File: config.mk
export PLATFORM = sky130hd
export DESIGN_NAME = block_rms_level_meter_unit
export DESIGN_NICKNAME = d
export VERILOG_FILES = /design/src/rtl/brlm_pkg.sv /design/src/rtl/block_rms_level_meter_unit.sv /design/src/rtl/brlm_ctrl.sv /design/src/rtl/brlm_dp.sv
export VERILOG_INCLUDE_DIRS = /design/src /design/src/rtl
export SDC_FILE = /design/constraint.sdc
export NUM_CORES = 1
export LEC_CHECK = 0
export BUFFER_PORTS_ARGS = -buffer_cell sky130_fd_sc_hd__buf_2
export CORE_UTILIZATION = 55
export CTS_CLUSTER_SIZE = 12
export DETAILED_ROUTE_END_ITERATION = 10
export GPL_TIMING_DRIVEN = 0
export PLACE_DENSITY = 0.79
export SLEW_MARGIN = 10
export SYNTH_ARGS = -nofsm -noshare
export SYNTH_HDL_FRONTEND = slang
export SYNTH_SLANG_ARGS = --single-unit
export TNS_END_PERCENT = 50
File: constraint.sdc
create_clock -name clock -period 7.2 [get_ports clock]
set_input_delay 0.72 -clock clock [delete_from_list [all_inputs] [get_ports clock]]
set_output_delay 0.72 -clock clock [all_outputs]
set_load 0.01 [all_outputs]
File: src/rtl/block_rms_level_meter_unit_defines.svh
// assertion macros for the block rms level meter
`ifndef BLOCK_RMS_LEVEL_METER_UNIT_DEFINES_SVH
`define BLOCK_RMS_LEVEL_METER_UNIT_DEFINES_SVH

// consequent checked in the same cycle
`define BRLM_ASSERT_SAME(label, ante, cons, msg) \
   label: assert property (@(posedge clock) disable iff (reset) (ante) |-> (cons)) \
      else $error(msg);

// consequent checked in the cycle after the antecedent
`define BRLM_ASSERT_NEXT(label, ante, cons, msg) \
   label: assert property (@(posedge clock) disable iff (reset) (ante) |=> (cons)) \
      else $error(msg);

`endif

File: src/rtl/brlm_pkg.sv
// shared types and constants for the block rms level meter
`default_nettype none

package brlm_pkg;

   localparam int unsigned SAMPLE_W = 16;
   localparam int unsigned SQ_W     = 31;
   localparam int unsigned RAD_W    = 32;
   localparam int unsigned ROOT_W   = 16;
   localparam int unsigned SREM_W   = ROOT_W + 2;
   localparam int unsigned LEVEL_W  = 16;
   localparam int unsigned BYTES_W  = 32;

   localparam logic [BYTES_W-1:0] BYTE_LIMIT_RESET = {BYTES_W{1'b1}};
   localparam logic [BYTES_W-1:0] BYTES_MAX        = {BYTES_W{1'b1}};
   localparam logic [BYTES_W-1:0] BYTES_SAT_FROM   = BYTES_MAX - 32'd1;

   typedef struct packed {
      logic load;
      logic accum;
      logic div_start;
      logic div_step;
      logic sqrt_start;
      logic sqrt_step;
      logic out_load;
   } cmd_type;

   typedef struct packed {
      logic running;
      logic end_of_block;
      logic div_last;
      logic sqrt_last;
      logic out_busy;
   } status_type;

endpackage

`default_nettype wire

File: src/rtl/block_rms_level_meter_unit.sv
// top level of the block rms level meter
//
//   channel  direction  handshake            payload
//   req      in         req_valid/req_stall  req_sample, req_last_of_block
//   rsp      out        rsp_valid/rsp_stall  rsp_level, rsp_bytes_total, rsp_limit_reached
//   csr      in         csr_wr_en            csr_wr_data (byte limit)
//
// a sample that does not end a block passes the load, accumulate and decide states
// before the next acceptance, and once stopped it leaves the accumulate state unsummed
// a block end adds the shift divider (one quotient bit a cycle) and the square root
// the result register lets the next item in while a result waits on rsp_stall
// synchronous reset clears the sums, the byte total and the stop flag
`default_nettype none

module block_rms_level_meter_unit #(
   parameter int unsigned BLOCK_MAX = 512
) (
   input  wire logic                                clock,
   input  wire logic                                reset,
   input  wire logic                                req_valid,
   output logic                                     req_stall,
   input  wire logic signed [brlm_pkg::SAMPLE_W-1:0] req_sample,
   input  wire logic                                req_last_of_block,
   output logic                                     rsp_valid,
   input  wire logic                                rsp_stall,
   output logic [brlm_pkg::LEVEL_W-1:0]             rsp_level,
   output logic [brlm_pkg::BYTES_W-1:0]             rsp_bytes_total,
   output logic                                     rsp_limit_reached,
   input  wire logic                                csr_wr_en,
   input  wire logic [brlm_pkg::BYTES_W-1:0]        csr_wr_data
);

   brlm_pkg::cmd_type    cmd;
   brlm_pkg::status_type status;

   brlm_ctrl u_ctrl (
      .clock     (clock),
      .reset     (reset),
      .req_valid (req_valid),
      .req_stall (req_stall),
      .status_i  (status),
      .cmd_o     (cmd)
   );

   brlm_dp #(
      .BLOCK_MAX (BLOCK_MAX)
   ) u_dp (
      .clock             (clock),
      .reset             (reset),
      .req_sample        (req_sample),
      .req_last_of_block (req_last_of_block),
      .csr_wr_en         (csr_wr_en),
      .csr_wr_data       (csr_wr_data),
      .rsp_stall         (rsp_stall),
      .rsp_valid         (rsp_valid),
      .rsp_level         (rsp_level),
      .rsp_bytes_total   (rsp_bytes_total),
      .rsp_limit_reached (rsp_limit_reached),
      .cmd_i             (cmd),
      .status_o          (status)
   );

endmodule

`default_nettype wire

File: src/rtl/brlm_ctrl.sv
// sequencing state machine for the block rms level meter
`default_nettype none

module brlm_ctrl (
   input  wire logic                clock,
   input  wire logic                reset,
   input  wire logic                req_valid,
   output logic                     req_stall,
   input  wire brlm_pkg::status_type status_i,
   output brlm_pkg::cmd_type        cmd_o
);

   localparam logic [2:0] ST_IDLE   = 3'd0;
   localparam logic [2:0] ST_ACC    = 3'd1;
   localparam logic [2:0] ST_DECIDE = 3'd2;
   localparam logic [2:0] ST_DIV    = 3'd3;
   localparam logic [2:0] ST_SQLOAD = 3'd4;
   localparam logic [2:0] ST_SQRT   = 3'd5;
   localparam logic [2:0] ST_FINISH = 3'd6;

   logic [2:0] state_ff;
   logic [2:0] state_in;

   assign req_stall = (state_ff != ST_IDLE);

   always_comb begin
      cmd_o    = '0;
      state_in = state_ff;
      unique case (state_ff)
         ST_IDLE: begin
            if (req_valid) begin
               cmd_o.load = 1'b1;
               state_in   = ST_ACC;
            end
         end
         ST_ACC: begin
            if (status_i.running) begin
               cmd_o.accum = 1'b1;
               state_in    = ST_DECIDE;
            end else begin
               state_in = ST_IDLE;
            end
         end
         ST_DECIDE: begin
            if (status_i.end_of_block) begin
               cmd_o.div_start = 1'b1;
               state_in        = ST_DIV;
            end else begin
               state_in = ST_IDLE;
            end
         end
         ST_DIV: begin
            cmd_o.div_step = 1'b1;
            if (status_i.div_last) begin
               state_in = ST_SQLOAD;
            end
         end
         ST_SQLOAD: begin
            cmd_o.sqrt_start = 1'b1;
            state_in         = ST_SQRT;
         end
         ST_SQRT: begin
            cmd_o.sqrt_step = 1'b1;
            if (status_i.sqrt_last) begin
               state_in = ST_FINISH;
            end
         end
         ST_FINISH: begin
            if (!status_i.out_busy) begin
               cmd_o.out_load = 1'b1;
               state_in       = ST_IDLE;
            end
         end
         default: begin
            state_in = ST_IDLE;
         end
      endcase
   end

   always_ff @(posedge clock) begin
      if (reset) begin
         state_ff <= ST_IDLE;
      end else begin
         state_ff <= state_in;
      end
   end

endmodule

`default_nettype wire

File: src/rtl/brlm_dp.sv
// accumulators, shift divider, digit square root and result register
`default_nettype none
`include "block_rms_level_meter_unit_defines.svh"

module brlm_dp #(
   parameter int unsigned BLOCK_MAX = 512
) (
   input  wire logic                                clock,
   input  wire logic                                reset,
   input  wire logic signed [brlm_pkg::SAMPLE_W-1:0] req_sample,
   input  wire logic                                req_last_of_block,
   input  wire logic                                csr_wr_en,
   input  wire logic [brlm_pkg::BYTES_W-1:0]        csr_wr_data,
   input  wire logic                                rsp_stall,
   output logic                                     rsp_valid,
   output logic [brlm_pkg::LEVEL_W-1:0]             rsp_level,
   output logic [brlm_pkg::BYTES_W-1:0]             rsp_bytes_total,
   output logic                                     rsp_limit_reached,
   input  wire brlm_pkg::cmd_type                   cmd_i,
   output brlm_pkg::status_type                     status_o
);

   localparam int unsigned CNT_W  = $clog2(BLOCK_MAX + 1);
   localparam int unsigned SUM_W  = brlm_pkg::SQ_W - 1 + CNT_W;
   localparam int unsigned STEP_W = $clog2(SUM_W);

   logic signed [2*brlm_pkg::SAMPLE_W-1:0] prod_sq;

   logic [brlm_pkg::SQ_W-1:0]    sq_ff;
   logic                         last_ff;
   logic [SUM_W-1:0]             sum_ff, sum_in;
   logic [CNT_W-1:0]             count_ff, count_in;
   logic [brlm_pkg::BYTES_W-1:0] byte_count_ff, byte_count_in;
   logic [brlm_pkg::BYTES_W-1:0] byte_limit_ff;
   logic                         running_ff, running_in;
   logic                         hit;

   logic [SUM_W-1:0]             dvd_ff, dvd_in;
   logic [CNT_W:0]               rem_ff, rem_in, rem_sh;
   logic [STEP_W-1:0]            step_ff, step_in;

   logic [brlm_pkg::RAD_W-1:0]   rad_ff, rad_in;
   logic [brlm_pkg::SREM_W-1:0]  srem_ff, srem_in, srem_sh, trial;
   logic [brlm_pkg::ROOT_W-1:0]  root_ff, root_in;

   logic                         rsp_valid_ff;
   logic [brlm_pkg::LEVEL_W-1:0] level_ff;
   logic [brlm_pkg::BYTES_W-1:0] bytes_ff;
   logic                         limit_ff;

   assign prod_sq = (2*brlm_pkg::SAMPLE_W)'(req_sample) * (2*brlm_pkg::SAMPLE_W)'(req_sample);
   assign hit     = (byte_count_ff > byte_limit_ff);

   assign status_o.running      = running_ff;
   assign status_o.end_of_block = last_ff || (count_ff == CNT_W'(BLOCK_MAX));
   assign status_o.div_last     = (step_ff == STEP_W'(SUM_W - 1));
   assign status_o.sqrt_last    = (step_ff == STEP_W'(brlm_pkg::ROOT_W - 1));
   assign status_o.out_busy     = rsp_valid_ff && rsp_stall;

   assign rem_sh  = {rem_ff[CNT_W-1:0], dvd_ff[SUM_W-1]};
   assign srem_sh = {srem_ff[brlm_pkg::SREM_W-3:0], rad_ff[brlm_pkg::RAD_W-1 -: 2]};
   assign trial   = {root_ff, 2'b01};

   // accumulation and block bookkeeping
   always_comb begin
      sum_in        = sum_ff;
      count_in      = count_ff;
      byte_count_in = byte_count_ff;
      running_in    = running_ff;
      if (cmd_i.accum) begin
         sum_in   = sum_ff + SUM_W'(sq_ff);
         count_in = count_ff + CNT_W'(1);
         if (byte_count_ff >= brlm_pkg::BYTES_SAT_FROM) begin
            byte_count_in = brlm_pkg::BYTES_MAX;
         end else begin
            byte_count_in = byte_count_ff + 32'd2;
         end
      end
      if (cmd_i.out_load) begin
         sum_in     = '0;
         count_in   = '0;
         running_in = running_ff && !hit;
      end
   end

   // restoring divider and digit square root share the step counter
   always_comb begin
      dvd_in  = dvd_ff;
      rem_in  = rem_ff;
      step_in = step_ff;
      rad_in  = rad_ff;
      srem_in = srem_ff;
      root_in = root_ff;
      if (cmd_i.div_start) begin
         dvd_in  = sum_ff;
         rem_in  = '0;
         step_in = '0;
      end else if (cmd_i.div_step) begin
         step_in = step_ff + STEP_W'(1);
         if (rem_sh >= {1'b0, count_ff}) begin
            rem_in = rem_sh - {1'b0, count_ff};
            dvd_in = {dvd_ff[SUM_W-2:0], 1'b1};
         end else begin
            rem_in = rem_sh;
            dvd_in = {dvd_ff[SUM_W-2:0], 1'b0};
         end
      end else if (cmd_i.sqrt_start) begin
         rad_in  = {1'b0, dvd_ff[brlm_pkg::SQ_W-1:0]};
         srem_in = '0;
         root_in = '0;
         step_in = '0;
      end else if (cmd_i.sqrt_step) begin
         step_in = step_ff + STEP_W'(1);
         rad_in  = {rad_ff[brlm_pkg::RAD_W-3:0], 2'b00};
         if (srem_sh >= trial) begin
            srem_in = srem_sh - trial;
            root_in = {root_ff[brlm_pkg::ROOT_W-2:0], 1'b1};
         end else begin
            srem_in = srem_sh;
            root_in = {root_ff[brlm_pkg::ROOT_W-2:0], 1'b0};
         end
      end
   end

   always_ff @(posedge clock) begin
      if (reset) begin
         sum_ff        <= '0;
         count_ff      <= '0;
         byte_count_ff <= '0;
         running_ff    <= 1'b1;
         byte_limit_ff <= brlm_pkg::BYTE_LIMIT_RESET;
         rsp_valid_ff  <= 1'b0;
      end else begin
         sum_ff        <= sum_in;
         count_ff      <= count_in;
         byte_count_ff <= byte_count_in;
         running_ff    <= running_in;
         if (csr_wr_en) begin
            byte_limit_ff <= csr_wr_data;
         end
         if (cmd_i.out_load) begin
            rsp_valid_ff <= 1'b1;
         end else if (!rsp_stall) begin
            rsp_valid_ff <= 1'b0;
         end
      end
   end

   always_ff @(posedge clock) begin
      if (cmd_i.load) begin
         sq_ff   <= prod_sq[brlm_pkg::SQ_W-1:0];
         last_ff <= req_last_of_block;
      end
      dvd_ff  <= dvd_in;
      rem_ff  <= rem_in;
      step_ff <= step_in;
      rad_ff  <= rad_in;
      srem_ff <= srem_in;
      root_ff <= root_in;
      if (cmd_i.out_load) begin
         level_ff <= root_ff;
         bytes_ff <= byte_count_ff;
         limit_ff <= hit;
      end
   end

   assign rsp_valid         = rsp_valid_ff;
   assign rsp_level         = level_ff;
   assign rsp_bytes_total   = bytes_ff;
   assign rsp_limit_reached = limit_ff;

   `BRLM_ASSERT_SAME(a_div_nonzero, cmd_i.div_start, count_ff != '0, "divide by zero count")
   `BRLM_ASSERT_SAME(a_mean_fits, cmd_i.sqrt_start, (dvd_ff >> brlm_pkg::SQ_W) == '0, "mean too wide")
   `BRLM_ASSERT_NEXT(a_stop_holds, !running_ff, !running_ff, "recording restarted without reset")
   `BRLM_ASSERT_NEXT(a_bytes_mono, 1'b1, byte_count_ff >= $past(byte_count_ff), "byte total fell")

endmodule

`default_nettype wire
Yosys cells after proc, flatten, opt, wreduce, memory -nomap -nowiden
Cells that the tools add are included.
{"block": "op_classes", "add_sub_neg": 6, "n_mul": 1, "n_lt_le_gt_ge": 4, "n_eq_ne": 14, "n_mux": 34, "n_bitwise": 2, "n_reduce_logical": 12}
{"cell": "$mux W40", "count": 2}
{"cell": "$mux W32", "count": 2}
{"cell": "$mux W16", "count": 3}
{"cell": "$add A40 B31 Y40", "count": 1}
{"cell": "$add A32 B2 Y32 const B", "count": 1}
{"cell": "$ge A32 B32 Y1 const B", "count": 1}
{"cell": "$gt A32 B32 Y1", "count": 1}
{"cell": "$mul A16 B16 Y31", "count": 1}
{"cell": "$mux W31", "count": 1}
{"cell": "$pmux W3 S7", "count": 1}
{"cell": "$ge A18 B18 Y1", "count": 1}
{"cell": "$mux W6", "count": 3}
{"cell": "$sub A16 B16 Y16", "count": 1}
{"cell": "$mux W1", "count": 15}
{"cell": "$mux W3", "count": 4}
{"cell": "$ge A11 B10 Y1", "count": 1}
{"cell": "$add A10 B1 Y10 const B", "count": 1}
{"cell": "$eq A10 B10 Y1 const B", "count": 1}
{"cell": "$mux W10", "count": 1}
{"cell": "$sub A10 B10 Y10", "count": 1}
{"cell": "$eq A3 B3 Y1 const B", "count": 3}
{"cell": "$ne A2 B2 Y1 const B", "count": 4}
{"cell": "$add A6 B1 Y6 const B", "count": 1}
{"cell": "$eq A3 B2 Y1 const B", "count": 2}
{"cell": "15 further kinds", "count": 20}
{"block": "totals", "register_bits": 320, "in_bits": 54, "out_inout_bits": 51, "word_cells": 92}

Depth between registers and ports, before layout
{"block": "depth", "ltp_word": 6, "depth_mapped": 25, "depth_no_buf": 24}

Cells and area by module
From an unflattened synthesis, not the netlist that was laid out.
{"block": "unflattened", "cells_unflattened": 2466, "hier_area_um2": 24830.1}
{"module": "brlm_dp", "n_inst": 1, "cells_each": 2429, "area_per_inst_um2": 24521.0, "seq_area_each_um2": 8167.8}
{"module": "brlm_ctrl", "n_inst": 1, "cells_each": 37, "area_per_inst_um2": 309.0, "seq_area_each_um2": 60.1}

Least setup slack after synthesis
OpenSTA, ideal clock, no wires.
{"block": "synth_timing", "kind": "input to register", "start": "in req_sample[12] (netlist name)", "end": "reg u_dp.sq_ff[27] (netlist name) (data pin)", "setup_time_ns": 0.259, "t_arrival_ns": 6.649, "required_time_ns": 6.941, "setup_slack_ns": 0.292, "path_stages": 25, "n_path_buf": 1, "cell_sequence": "clkbuf_1 clkinv_1 nor2_1 inv_1 fa_1 inv_1 fa_1 inv_1 fa_1 inv_1 fa_1 fa_1 inv_1 fa_1 inv_1 ha_1 a21o_1 a21o_1 a21o_1 a22o_1 a31o_2 o31ai_1 nand2b_1 a21oi_1 xnor2_1"}
{"block": "synth_via", "elab_chain_len": 1}
{"item": "start: declaration", "line_no": "block_rms_level_meter_unit.sv:22", "text": "input wire logic signed [brlm_pkg::SAMPLE_W-1:0] req_sample,"}
{"item": "$mul A16 B16 Y31", "line_no": "brlm_dp.sv:51", "text": "assign prod_sq = (2*brlm_pkg::SAMPLE_W)'(req_sample) * (2*brlm_pkg::SAMPLE_W)'(req_sample);"}
{"item": "via u_dp.prod_sq (one bit)", "line_no": "brlm_dp.sv:27", "text": "logic signed [2*brlm_pkg::SAMPLE_W-1:0] prod_sq;"}
{"item": "end signal: assignment", "line_no": "brlm_dp.sv:151", "text": "sq_ff <= prod_sq[brlm_pkg::SQ_W-1:0];"}
{"item": "end: declaration", "line_no": "brlm_dp.sv:29", "text": "logic [brlm_pkg::SQ_W-1:0] sq_ff;"}
The timed path passes the listed nets, and every way through them passes these cells.
A chain may end at the register's enable or synchronous reset.

Worst setup path after layout
{"block": "layout_timing", "start": "in req_sample[5] (netlist name)", "end": "reg u_dp.sq_ff[29] (netlist name) (data pin)"}
The elaborated chain is that of the path after synthesis.

==> run_results.csv <==
group,metric,value,unit
final_layout,finish.utilization,61.9,%
setup_path,worst_path_max_delay_cell,"fa_1",
synthesis,synth_top_family_by_area,"adder cells",
sta,fin_skew,0.0258,ns
synthesis,synth-simple-area-share,11.3,%
clocking,cts_tree,"done",
clocking,cts_inserted_buffers,34,
die,die_h,213,µm
synthesis,synth_edf_count,184,
setup_path,worstSetupEndpointType,"flip-flop",
synthesis,yosysWarnings,0,
synthesis,synth_seq_cells,319,
die,ioPinCount,105,
synthesis,synth_fp_nets,2930,
place,dp.cells,3152,
setup_path,path_max_fanout,10,
detailed_routing,wirelength,54.3,mm
final_layout,synthToLayoutAreaGrowth,9.88,%
sta,period_share,96.4,%
synthesis,synth_common_cells,"inv_1, fa_1, nand2_1, edfxtp_1, ha_1",
synthesis,synthMuxAreaShare,3.91,%
clocking,clock_sinks,319,
synthesis,synthXorXnorAreaFrac,4.26,%
place,dp_hpwl,42.9,mm
place,placed_cell_area,0.0258,mm²
sta,report.final.slew_viol_count,0,
sta,max_freq,0.144,GHz
setup_path,path_cells,"clkbuf_2 > clkbuf_2 > nand2_1 > inv_1 > fa_1 > inv_1 > fa_1 > clkinvlp_4 > fa_1 > fa_1 > fa_1 > inv_1 > fa_1 > inv_1 > ha_1 > and3_1 > and3_1 > a22o_1 > a31o_2 > o31ai_1 > o21ai_0 > o21ai_0 > xnor2_1",
place,gp_congestion,0.948,
setup_path,path_buf_inv,7,
sta,relSlewSlack,24.1,%
detailed_routing,first_iter_violations,1020,
setup_path,cpLargestDelayFamily,"adder cells",
setup_path,required,7.43,ns
setup_path,cp_common_cell,"fa_1",
flow_run,drv_cap,0,
final_layout,num_antenna_cells,0,
synthesis,synth_most_common_cell,"inv_1",
clocking,clock_latency,0.52,ns
synthesis,synth_area,0.0245,mm²
clocking,clk_pin_slew_worst_paths,0.06,ns
worst_hold_path,min_path_type,"in -> reg",
final_layout,fin_nets,3071,
global_route,grt-ovfl-total,0,
final_layout,stdcell_count,3211,
global_route,grt_pass1_vias,18100,
synthesis,synth-compound-area-share,10.6,%
final_layout,drive_gt1_share,10.5,%
global_route,grt_max_degree,42,
synthesis,async_reset_ff_share,0,%
synthesis,synth_cell_types,75,
sta,hold_viol,0,
global_route,grt_pass1_wl,88.9,mm
setup_path,max_stage_delay,0.70,ns
detailed_routing,wl_per_cell,16.9,µm
sta,worst_pin_slew,1.14,ns
die,start_util,56.4,%
synthesis,avgSynthCellArea,9.95,µm²
detailed_routing,vias_per_cell,5.48,
die,die_width,213,µm
global_route,antenna_found_initial,2,
synthesis,synth_top_area_share,22.6,%
sta,rsz0062_at_grt,"true",
clocking,htree_levels,2,
detailed_routing,drc_errors,0,
setup_path,crit_arrival,7.17,ns
detailed_routing,vias,17600,
die,die_area,0.0454,mm²
sta,period_needed,6.94,ns
setup_path,start_kind,"input pin",
run_status,status,"complete, no violations",
synthesis,synthTopCellsByArea,"edfxtp_1, fa_1, dfxtp_1",
final_layout,n_fill_cell,3433,
synthesis,synthCells,2462,
synthesis,synthFlopType,"edfxtp_1",
synthesis,synth-seq-area-share,33.6,%
synthesis,synth_fa_ha_area_share,28.2,%
clocking,cts-root-buf,"clkbuf_16",
final_layout,design_area,0.0269,mm²
setup_path,crit_type,"in -> reg",
die,fp.coreArea,0.0435,mm²
detailed_routing,firstDrtPassIters,5,
global_route,grt_usage,24.5,%
die,row_count,76,
clocking,cts_buffer_depth,3,
sta,setup_viol,0,
detailed_routing,drt.antenna.violating_nets,0,
synthesis,yosys.area.top_type,"edfxtp_1",
place,io_buffers,101,
==> metrics by stage <==
stage	setup TNS [ns]	hold WS (ns)	setup slack [ns]
floorplan	0	0.408	0.292
global placement	-2.69	0.420	-0.599
detailed placement	-3.45	0.433	-0.678
CTS	0	0.389	0.00779
global route	-0.0239	0.389	-0.0192
finish	0	0.403	0.261
==> worst paths after layout <==
check / start / to / depth (start not counted) / slack, ns
setup / recovery: req_sample[5] / u_dp.sq_ff[29] / 23 / 0.26
hold / removal: req_last_of_block / u_dp.last_ff / 1 / 0.40
setup reg to reg: u_dp.count_ff[1] / u_dp.dvd_ff[26] / 7 / 3.60
hold reg to reg: u_dp.byte_count_ff[0] / u_dp.rsp_bytes_total[0] / 0 / 0.44
==> sequential cells by signal (all words and copies together) (netlist names), 10 cells and up <==
name	flops
u_dp.byte_count_ff	32
u_dp.srem_ff	16
u_dp.byte_limit_ff	32
u_dp.sum_ff	40
u_dp.root_ff	16
u_dp.dvd_ff	40
u_dp.rem_ff	10
u_dp.rsp_level	16
u_dp.count_ff	10
u_dp.rad_ff	32
u_dp.sq_ff	30
u_dp.rsp_bytes_total	32
==> layout by cell type (no fill, tap or decap), types with 9 or more instances in the layout <==
cell type | synthesis | routed
inv_1 | 440 | 438
fa_1 | 230 | 230
nand2_1 | 219 | 219
ha_1 | 184 | 184
edfxtp_1 | 184 | 184
nor2_1 | 156 | 155
a21oi_1 | 149 | 148
dfxtp_1 | 135 | 135
buf_2 | 4 | 105
xnor2_1 | 75 | 75
mux2_2 | 70 | 70
o21ai_0 | 65 | 65
clkbuf_1 | 58 | 63
a21o_1 | 45 | 45
xor2_1 | 44 | 44
nand3_1 | 43 | 43
o211ai_1 | 40 | 40
clkbuf_16 | 0 | 35
and2_1 | 27 | 27
nand4_1 | 27 | 27
nor3_1 | 25 | 25
a211oi_1 | 21 | 21
nand2b_1 | 19 | 19
and3_1 | 17 | 17
mux2i_1 | 17 | 17
nor2b_1 | 17 | 16
a31oi_1 | 12 | 12
clkbuf_2 | 1 | 11
or3_1 | 10 | 10
o21a_1 | 9 | 9
==> metal layers <==
metal  wire length [µm]  share of wire [%]  GRT usage (%)
met5                 27              0.050              0
met4               1380                2.5           7.44
met3               2580                4.8           2.72
met2              27200                 50           44.0
met1              23100                 42           30.9
==> logic make-up (layout without fill, tap and decap cells) <==
logic type                 count (synthesis)  after routing
muxes                                     87             87
adders and majority gates                414            414
xor gates and xnor gates                 119            119
DFF                                      319            319
and+or+nand+nor                          597            597
AOI/OAI and AO/OA                        408            408
buffers and inverters                    518            682
==> final cells by class <==
| cell class | count | area (µm²) | share of cell area (%) |
|---|---|---|---|
| clock buffer | 52 | 950 | 3.53 |
| clock inverter | 7 | 86.3 | 0.321 |
| timing repair buffer | 107 | 616 | 2.29 |
| sequential | 319 | 8230 | 30.6 |
| multi-input combinational | 1625 | 14300 | 53.1 |
| buffer | 74 | 354 | 1.32 |
| tap | 585 | 732 | 2.72 |
| inverter | 442 | 1660 | 6.18 |
==> what timing repair did <==
item,CTS,global route
buffers inserted,0,2
resized for setup,2,18
endpoints found under the setup margin,4,5
hold buffers,0,0
Power is left out: the tool's default activity adds up to more than one toggle a clock period on the data nets, which glitch-free logic cannot reach.
